[src/hw/rtl/ezr_pkg.sv]
package ezr_pkg;

	// Internal angle and sum width; Q30 values up to plus or minus 4.0 need 34 bits.
	localparam int QW = 36;
	// Multiplier operand width; sines and cosines stay near plus or minus 1.0 in Q30.
	localparam int MW = 34;
	localparam int FIFO_DEPTH = 4;
	localparam int FIFO_AW = $clog2(FIFO_DEPTH);

	localparam logic signed [QW-1:0] Q30_PI      = QW'(64'sd3373259426);
	localparam logic signed [QW-1:0] Q30_HALF_PI = QW'(64'sd1686629713);
	localparam logic signed [QW-1:0] Q30_TWO_PI  = QW'(64'sd6746518852);
	localparam logic signed [QW-1:0] Q30_GAIN    = QW'(64'sd652032874);

	typedef struct packed {
		logic signed [QW-1:0] z;
		logic                 negc;
	} ezr_angle_t;

	typedef struct packed {
		ezr_angle_t roll;
		ezr_angle_t pitch;
		ezr_angle_t yaw;
	} ezr_item_t;

	function automatic logic signed [QW-1:0] atan_q30(input int i);
		logic signed [QW-1:0] r;
		case (i)
			0:  r = QW'(64'sd843314857);
			1:  r = QW'(64'sd497837829);
			2:  r = QW'(64'sd263043837);
			3:  r = QW'(64'sd133525159);
			4:  r = QW'(64'sd67021687);
			5:  r = QW'(64'sd33543516);
			6:  r = QW'(64'sd16775851);
			7:  r = QW'(64'sd8388437);
			8:  r = QW'(64'sd4194283);
			9:  r = QW'(64'sd2097149);
			default: r = (i < 30) ? (QW'(1) <<< (30 - i)) : '0;
		endcase
		return r;
	endfunction

	// Q30 product rounded back to Q30, half up, floor shift.
	function automatic logic signed [MW-1:0] mulq(input logic signed [MW-1:0] a,
			input logic signed [MW-1:0] b);
		logic signed [2*MW-1:0] p;
		p = a * b;
		p = p + (2*MW)'(64'sd536870912);
		p = p >>> 30;
		return p[MW-1:0];
	endfunction

endpackage

[src/hw/rtl/ezr_ifs.sv]
interface ezr_angle_if #(parameter int ANGLE_BITS = 16);
	logic valid;
	logic ready;
	logic signed [ANGLE_BITS-1:0] roll_angle;
	logic signed [ANGLE_BITS-1:0] pitch_angle;
	logic signed [ANGLE_BITS-1:0] yaw_angle;
	modport source (output valid, roll_angle, pitch_angle, yaw_angle, input ready);
	modport sink (input valid, roll_angle, pitch_angle, yaw_angle, output ready);
endinterface


[src/hw/rtl/ezr_front.sv]
module ezr_front import ezr_pkg::*; #(
	parameter int ANGLE_BITS = 16
) (
	input  logic      clk,
	input  logic      arst_n,
	ezr_angle_if.sink in_ch,
	input  logic      q_full,
	output logic      q_push,
	output ezr_item_t q_item
);
	logic      valid_q;
	ezr_item_t item_q;
	ezr_item_t item_d;

	// Scale to Q30, wrap into [-pi, pi], then fold into [-pi/2, pi/2].
	function automatic ezr_angle_t reduce(input logic signed [ANGLE_BITS-1:0] raw);
		logic signed [QW-1:0] a;
		ezr_angle_t r;
		a = QW'(raw) <<< (33 - ANGLE_BITS);
		if (a > Q30_PI) begin
			a = a - Q30_TWO_PI;
		end else if (a < -Q30_PI) begin
			a = a + Q30_TWO_PI;
		end
		r.negc = 1'b0;
		if (a > Q30_HALF_PI) begin
			a = Q30_PI - a;
			r.negc = 1'b1;
		end else if (a < -Q30_HALF_PI) begin
			a = -Q30_PI - a;
			r.negc = 1'b1;
		end
		r.z = a;
		return r;
	endfunction

	always_comb begin
		item_d.roll  = reduce(in_ch.roll_angle);
		item_d.pitch = reduce(in_ch.pitch_angle);
		item_d.yaw   = reduce(in_ch.yaw_angle);
	end

	assign q_push = valid_q && !q_full;
	assign in_ch.ready = !valid_q || !q_full;
	assign q_item = item_q;

	always_ff @(posedge clk or negedge arst_n) begin
		if (!arst_n) begin
			valid_q <= 1'b0;
		end else if (in_ch.ready) begin
			valid_q <= in_ch.valid;
		end
	end

	always_ff @(posedge clk) begin
		if (in_ch.valid && in_ch.ready) begin
			item_q <= item_d;
		end
	end
endmodule

[src/flat_wrapper.sv]
// flat-port wrapper written by rule: the top's interface ports become plain ports
module ezr_front_flat import ezr_pkg::*;
#(
	parameter int ANGLE_BITS = 16
)
  (clk, arst_n, q_full, q_push, q_item, in_ch_valid, in_ch_roll_angle, in_ch_pitch_angle, in_ch_yaw_angle, in_ch_ready);
  ezr_angle_if #(.ANGLE_BITS(ANGLE_BITS)) in_ch_i ();
  input  logic clk;
  input  logic arst_n;
  input  logic q_full;
  output logic q_push;
  output ezr_item_t q_item;
  input wire logic [$bits(in_ch_i.valid)-1:0] in_ch_valid;
  input wire logic [$bits(in_ch_i.roll_angle)-1:0] in_ch_roll_angle;
  input wire logic [$bits(in_ch_i.pitch_angle)-1:0] in_ch_pitch_angle;
  input wire logic [$bits(in_ch_i.yaw_angle)-1:0] in_ch_yaw_angle;
  output wire logic [$bits(in_ch_i.ready)-1:0] in_ch_ready;
  assign in_ch_i.valid = in_ch_valid;
  assign in_ch_i.roll_angle = in_ch_roll_angle;
  assign in_ch_i.pitch_angle = in_ch_pitch_angle;
  assign in_ch_i.yaw_angle = in_ch_yaw_angle;
  assign in_ch_ready = in_ch_i.ready;
  ezr_front #(.ANGLE_BITS(ANGLE_BITS)) u_core (.clk(clk), .arst_n(arst_n), .in_ch(in_ch_i), .q_full(q_full), .q_push(q_push), .q_item(q_item));
endmodule
[config.mk]
export PLATFORM = sky130hd
export DESIGN_NAME = ezr_front_flat
export DESIGN_NICKNAME = d
export VERILOG_FILES = /design/src/hw/rtl/ezr_pkg.sv /design/src/hw/rtl/ezr_ifs.sv /design/src/hw/rtl/ezr_front.sv /design/src/flat_wrapper.sv
export SDC_FILE = /design/constraint.sdc
export NUM_CORES = 1
export LEC_CHECK = 0
export BUFFER_PORTS_ARGS = -buffer_cell sky130_fd_sc_hd__buf_2
export CAP_MARGIN = 20
export CORE_MARGIN = 4
export CORE_UTILIZATION = 55
export CTS_CLUSTER_DIAMETER = 40
export DETAILED_ROUTE_END_ITERATION = 6
export GPL_ROUTABILITY_DRIVEN = 0
export PLACE_DENSITY_LB_ADDON = 0.05
export SLEW_MARGIN = 20
export SYNTH_ARGS = -nofsm -noshare
export SYNTH_HDL_FRONTEND = slang
export SYNTH_SLANG_ARGS = --single-unit
[constraint.sdc]
create_clock -name clk -period 3.95 [get_ports clk]
set_clock_uncertainty 0.1 [all_clocks]
set_input_delay 0 -clock clk [delete_from_list [all_inputs] [get_ports clk]]
set_output_delay 0 -clock clk [all_outputs]
set_load 0.02 [all_outputs]
==> Flow_metrics.wiki <==
{| class="wikitable"
! Metric !! Value
|-
| Outcome || finished, final reports clean
|-
| Overall power after layout || 3.787 mW
|-
| Period utilization || 0.9720
|-
| CTS tree || yes
|-
| Total number of clock tree sinks || 85
|-
| Clock-pin slew of the registers on the worst-case setup and hold paths || 70 ps
|-
| Post-route DRC violation count || 0
|-
| Portion of the post-synthesis area used by sequential elements || 0.3190
|-
| Largest area contributor in the synthesized netlist || sky130_fd_sc_hd__edfxtp_1
|-
| Fillcell total || 1111
|-
| Share of flip-flops with an asynchronous set or reset || 0.01176
|-
| Placed instance count || 1336
|-
| Remaining Overflow, GRT || 0
|-
| Synthesis-stage register bit count || 85
|-
| Vertical die dimension || 128.5 µm
|-
| Total via count after detailed routing || 8273
|-
| Max clock buf depth || 2
|-
| Critical path's most frequent cell || sky130_fd_sc_hd__ha_4
|-
| Sequential cell area || 2547 µm²
|-
| Max Slew Vio Count || 0
|-
| Warning count from the yosys run || 0
|-
| Utilization after layout || 0.7445
|-
| Setup Crit Path Kind || input pin to flip-flop
|-
| Setup violators final || 0
|-
| Pint || 2.380 mW
|-
| Switch share || 0.3717
|-
| Boundary Pins || 165
|-
| Vias per std cell || 6.083
|-
| Clock latency of the later-clocked register in the worst-skew pair || 350 ps
|-
| Max Cap Violations || 0
|-
| Violation count after the first detailed-route iteration || 644
|-
| Cell chosen for the clock root || sky130_fd_sc_hd__clkbuf_16
|-
| Most common cell in the netlist || sky130_fd_sc_hd__edfxtp_1
|-
| Relative slew slack || 0.4082
|-
| Number of antenna cells inserted || 0
|-
| Critical path's largest stage delay || 500 ps
|-
| Power share of the combinational group || 0.459
|-
| Avg Synthesized Cell Area || 8.767 µm²
|-
| Starting density of the core || 0.5687
|-
| Transition time at the pin with the least slew margin || 887.8 ps
|-
| Number of antenna violations at the first check in global routing || 0
|-
| Cell type of the slowest stage on the worst timing path || sky130_fd_sc_hd__or4b_4
|-
| Category of the worst setup path capture point || flip-flop
|-
| DP Wirelength || 17450 µm
|-
| Vias in the first global route || 7542
|-
| Switching power total || 1.408 mW
|-
| Maximum fanout count along the critical path || 6
|-
| Top cells by area, synth || sky130_fd_sc_hd__edfxtp_1 (32%), sky130_fd_sc_hd__xnor2_1 (6.0%), sky130_fd_sc_hd__a21oi_1 (3.4%)
|-
| Total number of placement rows || 43
|-
| Die Wd || 128.5 µm
|-
| EDFF count, synth || 84
|-
| Pwr dens || 362.2 nW/µm²
|-
| Period minus WS final || 3839 ps
|-
| Nets@finish || 1242
|-
| Mapped cell area || 7986 µm²
|-
| Cts bufs inserted || 9
|-
| Distinct cell type count after synthesis || 99
|-
| Maximum operating frequency || 0.2605 GHz
|-
| Placeable core region || 14040 µm²
|-
| Iteration count of the initial detailed-routing pass || 7
|-
| Fraction of final layout cells sized beyond drive strength 1 || 0.3661
|-
| Overall global routing resource usage || 0.2734
|-
| Hold slack final || 40.27 ps
|-
| Largest net degree at the start of global routing || 85
|-
| Ordered cell list for the critical path || buf_2, inv_2, ha_4, nand2b_4, a41o_1, a31oi_2, nor2_1, o31a_1, ha_4, or4b_4, nor2_4, a211oi_2, o31ai_2, nand3_1, a211o_1, a211o_4, nand2_4, clkbuf_16, o22ai_1, xnor2_1
|-
| Path category of the worst min-delay check || input pin to flip-flop
|-
| Routed Antenna Nets || 0
|-
| Data arrival time of the worst path || 3820 ps
|-
| Routed WL per cell || 17.31 µm
|-
| Number of standard cells after synthesis || 911
|-
| Relative area change from synthesis to final layout || 30.91%
|-
| Leading register cell type out of synthesis || sky130_fd_sc_hd__edfxtp_1
|-
| Sequential share of power || 0.318
|-
| Most frequent cells after synthesis || sky130_fd_sc_hd__edfxtp_1 (84), sky130_fd_sc_hd__nor2_1 (66), sky130_fd_sc_hd__nand2_1 (62)
|-
| Required time at the worst-slack endpoint || 3940 ps
|-
| Worst vdd ir || 0.2331 mV
|-
| WL final || 23550 µm
|-
| Share of the synthesized area in the top cell type || 0.3158
|-
| Number of buffers inserted by port buffering || 161
|-
| Clock Power Share || 0.222
|-
| CTS H-tree lvls || 3
|-
| Die ar. || 16510 µm²
|-
| Setup_tns || 0 ps
|-
| Leak Pwr || 4.417 nW
|-
| Non-filler instance count after layout || 1360
|-
| Critical path startpoint category || input pin
|-
| Final number of hold-violating endpoints || 0
|-
| Area of the multi-input gates || 5000 µm²
|-
| Wire length of the first global-routing pass || 37030 µm
|}
## routing by layer
metal  global-route usage  up-vias  share of wire
met1               0.3692     3873           0.42
met5                    0        -              0
met2               0.4548      397           0.48
li1                     -     3955              -
met3              0.04981       48          0.076
met4              0.07227        0          0.021
## worst paths after layout
| path | startpoint | end | slack [ps] | cells past startpoint |
|---|---|---|---|---|
| max in group asynchronous | arst_n | u_core.valid_q$_DFFE_PN0N_ | 3260 | 3 |
| worst min register to register | u_core.valid_q$_DFFE_PN0N_ | u_core.q_item[91]$_DFFE_PP_ | 910 | 2 |
| worst max-delay path | in_ch_pitch_angle[0] | u_core.q_item[63]$_DFFE_PP_ | 110 | 20 |
| worst max register to register | u_core.valid_q$_DFFE_PN0N_ | u_core.q_item[32]$_DFFE_PP_ | 2180 | 3 |
| worst min-delay path | in_ch_pitch_angle[0] | u_core.q_item[55]$_DFFE_PP_ | 40 | 4 |
| min in group asynchronous | arst_n | u_core.valid_q$_DFFE_PN0N_ | 380 | 3 |
## cell families after synthesis
group | share of synthesized area
compound gates | 0.2818
xor+xnor | 0.09196
fa+ha+maj | 0.02350
buf+inv | 0.08319
flops | 0.3190
mux | 0.02146
other cells | 0.0004695
simple gates | 0.1786
## worst max-delay path, delay by kind of cell
| kind | cells | cell delay (ps) |
|---|---|---|
| compound gates | 8 | 1850 |
| xor+xnor | 1 | 160 |
| fa+ha+maj | 2 | 450 |
| buf+inv | 3 | 340 |
| simple gates | 6 | 1010 |
## state kept, by name, summed over array words and instances, names as in the netlist
name,cells
u_core.valid_q,1
u_core.q_item,84
## placed cells by master, fill, tap and decap left out, types with 6 or more instances in the layout
cell                          n
sky130_fd_sc_hd__xnor2_1     53
sky130_fd_sc_hd__nor2_1      64
sky130_fd_sc_hd__a31oi_1     15
sky130_fd_sc_hd__o21a_1       7
sky130_fd_sc_hd__buf_2      161
sky130_fd_sc_hd__a31o_2       6
sky130_fd_sc_hd__mux2i_1     15
sky130_fd_sc_hd__a211oi_1     8
sky130_fd_sc_hd__buf_4      170
sky130_fd_sc_hd__nor3_1      25
sky130_fd_sc_hd__o21ai_1      8
sky130_fd_sc_hd__nor3b_1      7
sky130_fd_sc_hd__or3_1       11
sky130_fd_sc_hd__o21ai_0     38
sky130_fd_sc_hd__clkbuf_16   10
sky130_fd_sc_hd__nand2_1     61
sky130_fd_sc_hd__nand3_1     27
sky130_fd_sc_hd__and3_1      11
sky130_fd_sc_hd__inv_1       35
sky130_fd_sc_hd__o31ai_1     11
sky130_fd_sc_hd__o211ai_1    11
sky130_fd_sc_hd__xor2_1      27
sky130_fd_sc_hd__a41o_1       7
sky130_fd_sc_hd__ha_1        12
sky130_fd_sc_hd__o22ai_1     15
sky130_fd_sc_hd__nor4_1       6
sky130_fd_sc_hd__a211o_1      6
sky130_fd_sc_hd__a21oi_1     50
sky130_fd_sc_hd__and2_1       9
sky130_fd_sc_hd__edfxtp_1    84
sky130_fd_sc_hd__nor2b_1      7
sky130_fd_sc_hd__a21o_1       9
sky130_fd_sc_hd__nand4_1      7
sky130_fd_sc_hd__nand2b_1     8
sky130_fd_sc_hd__a41oi_1      6
## through the flow
step,area [µm²],worst slack [ps]
after floorplan,8068,18.37
after global placement,9912,-329.8
after detailed placement,9912,-337.9
after CTS,10250,15.62
after global routing,10460,-8.290
final,10460,110.6
## power groups by stage
stage | clock network [mW] | logic [mW] | registers (mW)
2_1_floorplan | 0 | 0.926 | 1.37
3_3_place_gp | 0 | 1.64 | 1.22
3_5_place_dp | 0 | 1.66 | 1.22
4_1_cts | 0.853 | 1.67 | 1.21
5_1_grt | 0.896 | 1.88 | 1.21
6_report | 0.842 | 1.74 | 1.21
## repair_timing
item / 4_1_cts / 5_1_grt
endpoints found under the hold margin: 3 / 0
buffers inserted: 0 / 1
hold buffers: 5 / 0
resized for setup: 0 / 35
endpoints found under the setup margin: 0 / 52
## area by class of cell
cell class / instances / area share
repair buffers: 341 / 0.2147
clock buffers: 12 / 0.02453
inverters: 40 / 0.01436
clock inverters: 4 / 0.002992
flip-flops and latches: 85 / 0.2437
well taps: 180 / 0.02154
multi-input cells: 698 / 0.4782
Power figures use the tool's default switching activity.
