## src/hw/rtl/ezr_pkg.sv

```systemverilog
package ezr_pkg;

	// Internal angle and sum width; Q30 values up to plus or minus 4.0 need 34 bits.
	localparam int QW = 36;
	// Multiplier operand width; sines and cosines stay near plus or minus 1.0 in Q30.
	localparam int MW = 34;
	localparam int FIFO_DEPTH = 4;
	localparam int FIFO_AW = $clog2(FIFO_DEPTH);

	localparam logic signed [QW-1:0] Q30_PI      = QW'(64'sd3373259426);
	localparam logic signed [QW-1:0] Q30_HALF_PI = QW'(64'sd1686629713);
	localparam logic signed [QW-1:0] Q30_TWO_PI  = QW'(64'sd6746518852);
	localparam logic signed [QW-1:0] Q30_GAIN    = QW'(64'sd652032874);

	typedef struct packed {
		logic signed [QW-1:0] z;
		logic                 negc;
	} ezr_angle_t;

	typedef struct packed {
		ezr_angle_t roll;
		ezr_angle_t pitch;
		ezr_angle_t yaw;
	} ezr_item_t;

	function automatic logic signed [QW-1:0] atan_q30(input int i);
		logic signed [QW-1:0] r;
		case (i)
			0:  r = QW'(64'sd843314857);
			1:  r = QW'(64'sd497837829);
			2:  r = QW'(64'sd263043837);
			3:  r = QW'(64'sd133525159);
			4:  r = QW'(64'sd67021687);
			5:  r = QW'(64'sd33543516);
			6:  r = QW'(64'sd16775851);
			7:  r = QW'(64'sd8388437);
			8:  r = QW'(64'sd4194283);
			9:  r = QW'(64'sd2097149);
			default: r = (i < 30) ? (QW'(1) <<< (30 - i)) : '0;
		endcase
		return r;
	endfunction

	// Q30 product rounded back to Q30, half up, floor shift.
	function automatic logic signed [MW-1:0] mulq(input logic signed [MW-1:0] a,
			input logic signed [MW-1:0] b);
		logic signed [2*MW-1:0] p;
		p = a * b;
		p = p + (2*MW)'(64'sd536870912);
		p = p >>> 30;
		return p[MW-1:0];
	endfunction

endpackage

```

## src/hw/rtl/ezr_fifo.sv

```systemverilog
module ezr_fifo import ezr_pkg::*; (
	input  logic      clk,
	input  logic      arst_n,
	input  logic      push,
	input  ezr_item_t push_item,
	output logic      full,
	input  logic      pop,
	output logic      empty,
	output ezr_item_t head
);
	ezr_item_t                entries_q [FIFO_DEPTH];
	logic [FIFO_AW-1:0]       wr_q;
	logic [FIFO_AW-1:0]       rd_q;
	logic [FIFO_AW:0]         cnt_q;

	assign full  = cnt_q == (FIFO_AW+1)'(FIFO_DEPTH);
	assign empty = cnt_q == '0;
	assign head  = entries_q[rd_q];

	always_ff @(posedge clk or negedge arst_n) begin
		if (!arst_n) begin
			wr_q  <= '0;
			rd_q  <= '0;
			cnt_q <= '0;
		end else begin
			if (push) begin
				wr_q <= wr_q + 1'b1;
			end
			if (pop) begin
				rd_q <= rd_q + 1'b1;
			end
			cnt_q <= cnt_q + (FIFO_AW+1)'(push) - (FIFO_AW+1)'(pop);
		end
	end

	always_ff @(posedge clk) begin
		if (push) begin
			entries_q[wr_q] <= push_item;
		end
	end
endmodule

```

## config.mk

```make
export PLATFORM = sky130hd
export DESIGN_NAME = ezr_fifo
export DESIGN_NICKNAME = d
export VERILOG_FILES = /design/src/hw/rtl/ezr_pkg.sv /design/src/hw/rtl/ezr_fifo.sv
export SDC_FILE = /design/constraint.sdc
export NUM_CORES = 1
export LEC_CHECK = 0
export ABC_AREA = 1
export BUFFER_PORTS_ARGS = -buffer_cell sky130_fd_sc_hd__buf_2
export CAP_MARGIN = 10
export CORE_ASPECT_RATIO = 0.9
export CORE_UTILIZATION = 43
export CTS_CLUSTER_DIAMETER = 80
export CTS_CLUSTER_SIZE = 28
export DETAILED_ROUTE_END_ITERATION = 16
export GPL_ROUTABILITY_DRIVEN = 0
export PLACE_DENSITY = 0.71
export SYNTH_ARGS = -nofsm -noshare
export SYNTH_HDL_FRONTEND = slang
export SYNTH_SLANG_ARGS = --single-unit
```

## constraint.sdc

```tcl
create_clock -name clk -period 4.1 [get_ports clk]
set_input_delay 0.205 -clock clk [delete_from_list [all_inputs] [get_ports clk]]
set_output_delay 0.205 -clock clk [all_outputs]
set_load 0.005 [all_outputs]
```

==> flow_metrics.env, run 1 <==
export IMPL_drtIter0Drc=773
export IMPL_finalSetupViolations=0
export IMPL_synth_compound_area_frac=0.000263
export IMPL_gr_total_overflow=0
export IMPL_postSynthAreaPerCell_sq_um=10.7
export IMPL_cts_root_buf="clkbuf_16"
export IMPL_power_leakage_uw=0.0104
export IMPL_worstMarginPinSlew_ps=1330
export IMPL_postSynthCellCount=1785
export IMPL_hold_class="in2async"
export IMPL_start_kind="register"
export IMPL_vdd_drop_max_v=0.000735
export IMPL_maxCapViolations=0
export IMPL_htree_levels=1
export IMPL_synth_fa_ha_area_frac=0.00500
export IMPL_cts_setup_buffers=0
export IMPL_ios=228
export IMPL_dieWidth_um=224
export IMPL_drive_gt1_frac=0.135
export IMPL_drtPass1Iterations=7
export IMPL_grt_pass1_wl_um=65100
export IMPL_grt_pass1_vias=12600
export IMPL_ys_seq_area_frac=0.710
export IMPL_ctsResizeCount=0
export IMPL_yosys_area_share_xor_xnor=0.00138
export IMPL_yosysTopAreaCell="edfxtp_1"
export IMPL_crit_path_top_delay_cell="dfrtp_4"
export IMPL_core_area_sq_um=43300
export IMPL_path_cells="inv_4 > buf_12 > nand3_1 > nand2_1 > buf_2"
export IMPL_pwr_share_clk=0.185
export IMPL_status="finished, final reports clean"
export IMPL_routed_wl_um=40200
export IMPL_antenna_found_initial=4
export IMPL_die_h_um=202
export IMPL_synth_top_family_by_area="simple AND/OR/NAND/NOR gates"
export IMPL_cp_max_fo=62
export IMPL_cts_sinks=451
export IMPL_die_area_sq_um=45100
export IMPL_critPathMaxStageDelay_ps=740
export IMPL_netlist_area_sq_um=19000
export IMPL_critical_path_arrival_ps=2800
export IMPL_p_int_uw=8860
export IMPL_timing_final_crit_share=0.733
export IMPL_cts_tree="done"
export IMPL_route_detailed_drc=0
export IMPL_yosysWarnings=0
export IMPL_max_clock_path_buffers=3
export IMPL_synth_cell_type_count=16
export IMPL_switching_share=0.366
export IMPL_start_util=0.439
export IMPL_ys_ff_latch=451
export IMPL_io_buffers=227
export IMPL_clkSlewWorstSetupHoldPaths_ps=110
export IMPL_yosysTopAreaCellShare=0.701
export IMPL_yosys_area_share_simple=0.171
export IMPL_rr_startpoint="wr_q[0]"
export IMPL_share_comb_of_total_power=0.364
export IMPL_nets=2213
export IMPL_worstSetupPathType="reg2out"
export IMPL_placementRows=72
export IMPL_synth_mux_area_fraction=0
export IMPL_min_period_ps=3010
export IMPL_cp_data_required_time_ps=3890
export IMPL_max_freq_mhz=333
export IMPL_path_delay_family="buffers and inverters"
export IMPL_layout_cells_non_filler=2698
export IMPL_critPathCaptureType="output port"
export IMPL_via_count=12400
export IMPL_p_switching_uw=5120
export IMPL_dpl_cell_count=2544
export IMPL_wire_per_inst_um=14.9
export IMPL_drt_vias_per_instance=4.59
export IMPL_rsz0062_at_grt="false"
export IMPL_cts_made_buffers=23
export IMPL_grt_util_all_layers=0.182
export IMPL_finClkSkew_ps=14.3
export IMPL_drv_slew=0
export IMPL_dpl_hpwl_um=22700
export IMPL_startpoint="rd_q[1]"
export IMPL_ant_nets=0
export IMPL_syn_nets=1907
export IMPL_relSlewSlack=0.114
export IMPL_p_per_area_nw_per_um2=619
export IMPL_crit_buf_inv=3
export IMPL_pwr_share_seq=0.451
export IMPL_ys_top_cells_by_area="edfxtp_1 70%, nand2_1 11%, inv_1 9.0%"
export IMPL_clkLatencyLatePin_ps=560
export IMPL_grt_max_degree=225
export IMPL_tns_ps=0
export IMPL_area_delta_synth_final_pct=18.6
export IMPL_hold_viol=0
logic make-up after synthesis:
logic type | count (synthesis)
xor gates and xnor gates | 3
and+or+nand+nor | 791
DFF | 451
AOI/OAI and AO/OA | 1
adders and majority gates | 7
buffers and inverters | 532
routing by layer:
metal	global-route usage	wire, um	vias to the layer above
met5	0	13	-
met4	0.0435	722	2
met1	0.238	17500	5817
li1	-	-	6156
met2	0.313	19600	357
met3	0.0337	2480	50
cells in the mapped netlist:
cell type	n
nand2_1	566
inv_1	457
edfxtp_1	444
nand3_1	223
buf_2	38
buf_4	22
clkbuf_1	9
dfrtp_1	7
ha_1	6
buf_1	3
xor2_1	3
buf_6	2
nor3_1	2
fa_1	1
inv_2	1
o21ai_0	1
path summary, 6_finish.rpt:
check / end / slack, ps / depth (start not counted)
worst min register to register: wr_q[0] / 530 / 1
min in group clk: entries_q[1][105] / 380 / 2
worst max register to register: entries_q[0][98] / 1890 / 5
worst max-delay path: head[101] / 1090 / 5
worst min-delay path: cnt_q[0] / 40 / 2
max in group asynchronous: rd_q[0] / 3860 / 2
placed cells by master, fill, tap and decap left out:
master         instances
ha_1                   6
o21ai_0                1
dlygate4sd3_1        114
fa_1                   1
buf_4                  7
inv_4                  5
inv_6                  2
diode_2                3
nor3_1                 2
dfrtp_1                5
inv_12                 3
clkinv_1               2
clkinv_4               1
xor2_1                 3
clkbuf_16             23
buf_2                227
clkinv_2               1
nand3_1              223
inv_1                452
edfxtp_1             444
clkinv_8               3
clkinvlp_4             2
nand2_1              566
clkbuf_1               1
buf_12                 7
dfrtp_4                2
power by group through the flow:
stage               Clock, uW  Combinational (uW)  Sequential, uW
floorplan                   0                3230            6350
global placement            0                4990            6390
detailed placement          0                5060            6420
CTS                      2640                5170            6310
global route             2790                5740            6380
finish                   2580                5090            6300
through the flow:
step	total power [uW]	worst slack (ps)	util	hold slack (ps)	instance area, sq um
3_5_place_dp	11500	1680	0.478	61.4	20700
2_1_floorplan	9570	807	-	-90.6	19000
4_1_cts	14100	1070	0.521	5.41	22600
3_3_place_gp	11400	1690	0.478	48.4	20700
5_1_grt	14900	950	0.521	38.6	22600
6_report	14000	1090	0.521	39.3	22600
state kept, by name, summed over array words and instances, names as in the netlist:
register and count:
wr_q 2, entries_q 444, cnt_q 3, rd_q 2
cell type report:
type / count / area [sq um]
fillers: 3679 / 20800
diodes: 3 / 7.51
multi-input cells: 802 / 3380
clock buffers: 24 / 579
repair buffers: 355 / 2470
clock inverters: 13 / 143
inverters: 458 / 1740
well taps: 592 / 741
flip-flops and latches: 451 / 13500
what timing repair did:
item                                    in CTS  in global routing
endpoints found under the setup margin       0                  0
hold endpoints to repair                   455                  0
hold buffers                               114                  0
Note: power is estimated with default switching activity, not from simulation.
==> run 2: changes to the inputs <==
Settings changed: PLACE_DENSITY 0.71 to 0.73.
Clock period 4.1 ns to 2.6 ns, I/O delays scaled along.
==> run 2 against run 1 <==
  * Die area stayed put
  * Power grew 56%
  * Register-to-register slack lost 1300 ps
  * Non-clock buffer count grew 5
  * Clock-buffer cell count decreased by 1
  * Largest cell class unchanged
  * Via count is the same
  * Setup slack worse by 840 ps
  * Final cell count decreased by 0.11%
==> flow_metrics.env, run 2 (synthesis gave the netlist of run 1 again) <==
export IMPL_status="finished, final reports clean"
export IMPL_placed_area_sq_um=20800
export IMPL_final_util=0.521
export IMPL_mostFrequentLayoutCells="562 x nand2_1, 451 x inv_1, 444 x edfxtp_1"
export IMPL_relSlewSlack=0.375
export IMPL_path_cells="inv_4 > buf_4 > nand3_1 > nand2_1 > buf_2"
export IMPL_io_buffers=227
export IMPL_cts_sinks=451
export IMPL_route_detailed_drc=0
export IMPL_worstMarginPinSlew_ps=938
export IMPL_critPathMaxStageDelay_ps=520
export IMPL_nets=2216
export IMPL_startpoint="rd_q[1]"
export IMPL_critPathCaptureType="output port"
export IMPL_max_clock_path_buffers=3
export IMPL_cts_tree="done"
export IMPL_drt_vias_per_instance=4.59
export IMPL_clkSlewWorstSetupHoldPaths_ps=100
export IMPL_worstSetupPathType="reg2out"
export IMPL_power_total_uw=21900
export IMPL_vdd_drop_max_v=0.000881
export IMPL_p_per_area_nw_per_um2=969
export IMPL_finalSetupViolations=0
export IMPL_power_leakage_uw=0.0104
export IMPL_dpl_cell_count=2548
export IMPL_hold_viol=0
export IMPL_cts_root_buf="clkbuf_16"
export IMPL_rrSetupSlack_ps=640
export IMPL_cp_max_fo=33
export IMPL_via_count=12400
export IMPL_grt_pass1_wl_um=63400
export IMPL_wire_per_inst_um=14.9
export IMPL_maxCapViolations=0
export IMPL_r2r_cells=5
export IMPL_grt_pass1_vias=12500
export IMPL_min_period_ps=2340
export IMPL_hold_class="in2reg"
export IMPL_timing_final_crit_share=0.902
export IMPL_drv_slew=0
export IMPL_ios=228
export IMPL_ant_nets=0
export IMPL_rsz0062_at_grt="false"
export IMPL_gr_total_overflow=0
export IMPL_start_util=0.439
export IMPL_cts_made_buffers=21
export IMPL_area_delta_synth_final_pct=18.6
export IMPL_cp_data_required_time_ps=2470
export IMPL_layout_cells_non_filler=2695
export IMPL_routed_wl_um=40100
export IMPL_cts_setup_buffers=0
export IMPL_die_h_um=202
export IMPL_clkLatencyLatePin_ps=550
export IMPL_rr_startpoint="wr_q[0]"
export IMPL_crit_path_top_delay_cell="dfrtp_4"
export IMPL_finClkSkew_ps=36.5
export IMPL_grt_max_degree=117
export IMPL_start_kind="register"
export IMPL_largest_reg_flops=444
export IMPL_drtIter0Drc=885
export IMPL_stdcell_area_sq_um=22600
export IMPL_drtPass1Iterations=5
export IMPL_dieWidth_um=224
export IMPL_worstReg2RegEnd="entries_q[0][67]"
export IMPL_reg_top3="entries_q: 444 flops, cnt_q: 3 flops"
export IMPL_dpl_hpwl_um=22200
export IMPL_critical_path_arrival_ps=2210
export IMPL_diodes=0
export IMPL_max_freq_mhz=426
export IMPL_die_area_sq_um=45100
export IMPL_drive_gt1_frac=0.137
export IMPL_dp_slack_ps=696
export IMPL_antenna_found_initial=0
export IMPL_htree_levels=1
export IMPL_placementRows=72
export IMPL_core_area_sq_um=43300
export IMPL_final_common_cell="nand2_1"
export IMPL_regMostFlops="entries_q"
export IMPL_grt_util_all_layers=0.178
export IMPL_setup_ws_ps=255
export IMPL_endpoint="head[84]"
[run 2: cell types whose count changed in the layout (fill, tap and decap cells not counted), moves of 4 or more]
cell	change
nand2_1	-4
buf_12	+5
clkinvlp_4	+5
inv_4	-4
nand2_2	+4
[run 2: worst max-delay path: cells and delay by family (launching register included)]
kind / cells / cell delay [ps]
DFF: 1 / 520
buffers and inverters: 3 / 890
and+or+nand+nor: 2 / 240
[run 2: stage by stage]
stage	TNS (ps)	hold slack, ps
global placement	0	-28.7
global route	0	312
finish	0	313
detailed placement	0	-22.5
floorplan	-44070	-166
CTS	0	295
[run 2: worst min-delay path by stage]
stage                     slack [ps]          start  cells past startpoint               end
after floorplan                 -170         arst_n                      0          cnt_q[0]
after global placement           -30         arst_n                      1          cnt_q[0]
after detailed placement         -20         arst_n                      1          cnt_q[2]
after CTS                        290            pop                      3           rd_q[0]
after global routing             310  push_item[48]                      2  entries_q[1][48]
final                            310  push_item[41]                      2  entries_q[0][41]
[run 2: layout make-up]
type | count | area, sq um
multi-input cells | 802 | 3390
inverters | 458 | 1740
repair buffers | 360 | 2570
flip-flops and latches | 451 | 13500
well taps | 592 | 741
clock buffers | 23 | 533
fillers | 3583 | 20800
clock inverters | 9 | 77.6
[run 2: where the power goes]
| part | leakage, uW | internal (uW) | switching [uW] |
|---|---|---|---|
| clock | 0.000286 | 1520 | 2160 |
| sequential | 0.00416 | 9490 | 323 |
| combinational | 0.00591 | 2850 | 5520 |
| total | 0.0104 | 13900 | 8000 |
[run 2: what timing repair did]
item / CTS / global route
resized for setup: 0 / 0
hold buffers: 115 / 0
endpoints found under the hold margin: 456 / 0
[run 2: per-layer routing]
metal  vias up  part of all wire  GRT usage  wire length, um
li1       6140                 -          -                -
met1      5856              0.43      0.235            17300
met2       337              0.49      0.310            19800
met3        49             0.055     0.0260             2220
met4         0             0.018     0.0401              708
met5         -                 0          0                0
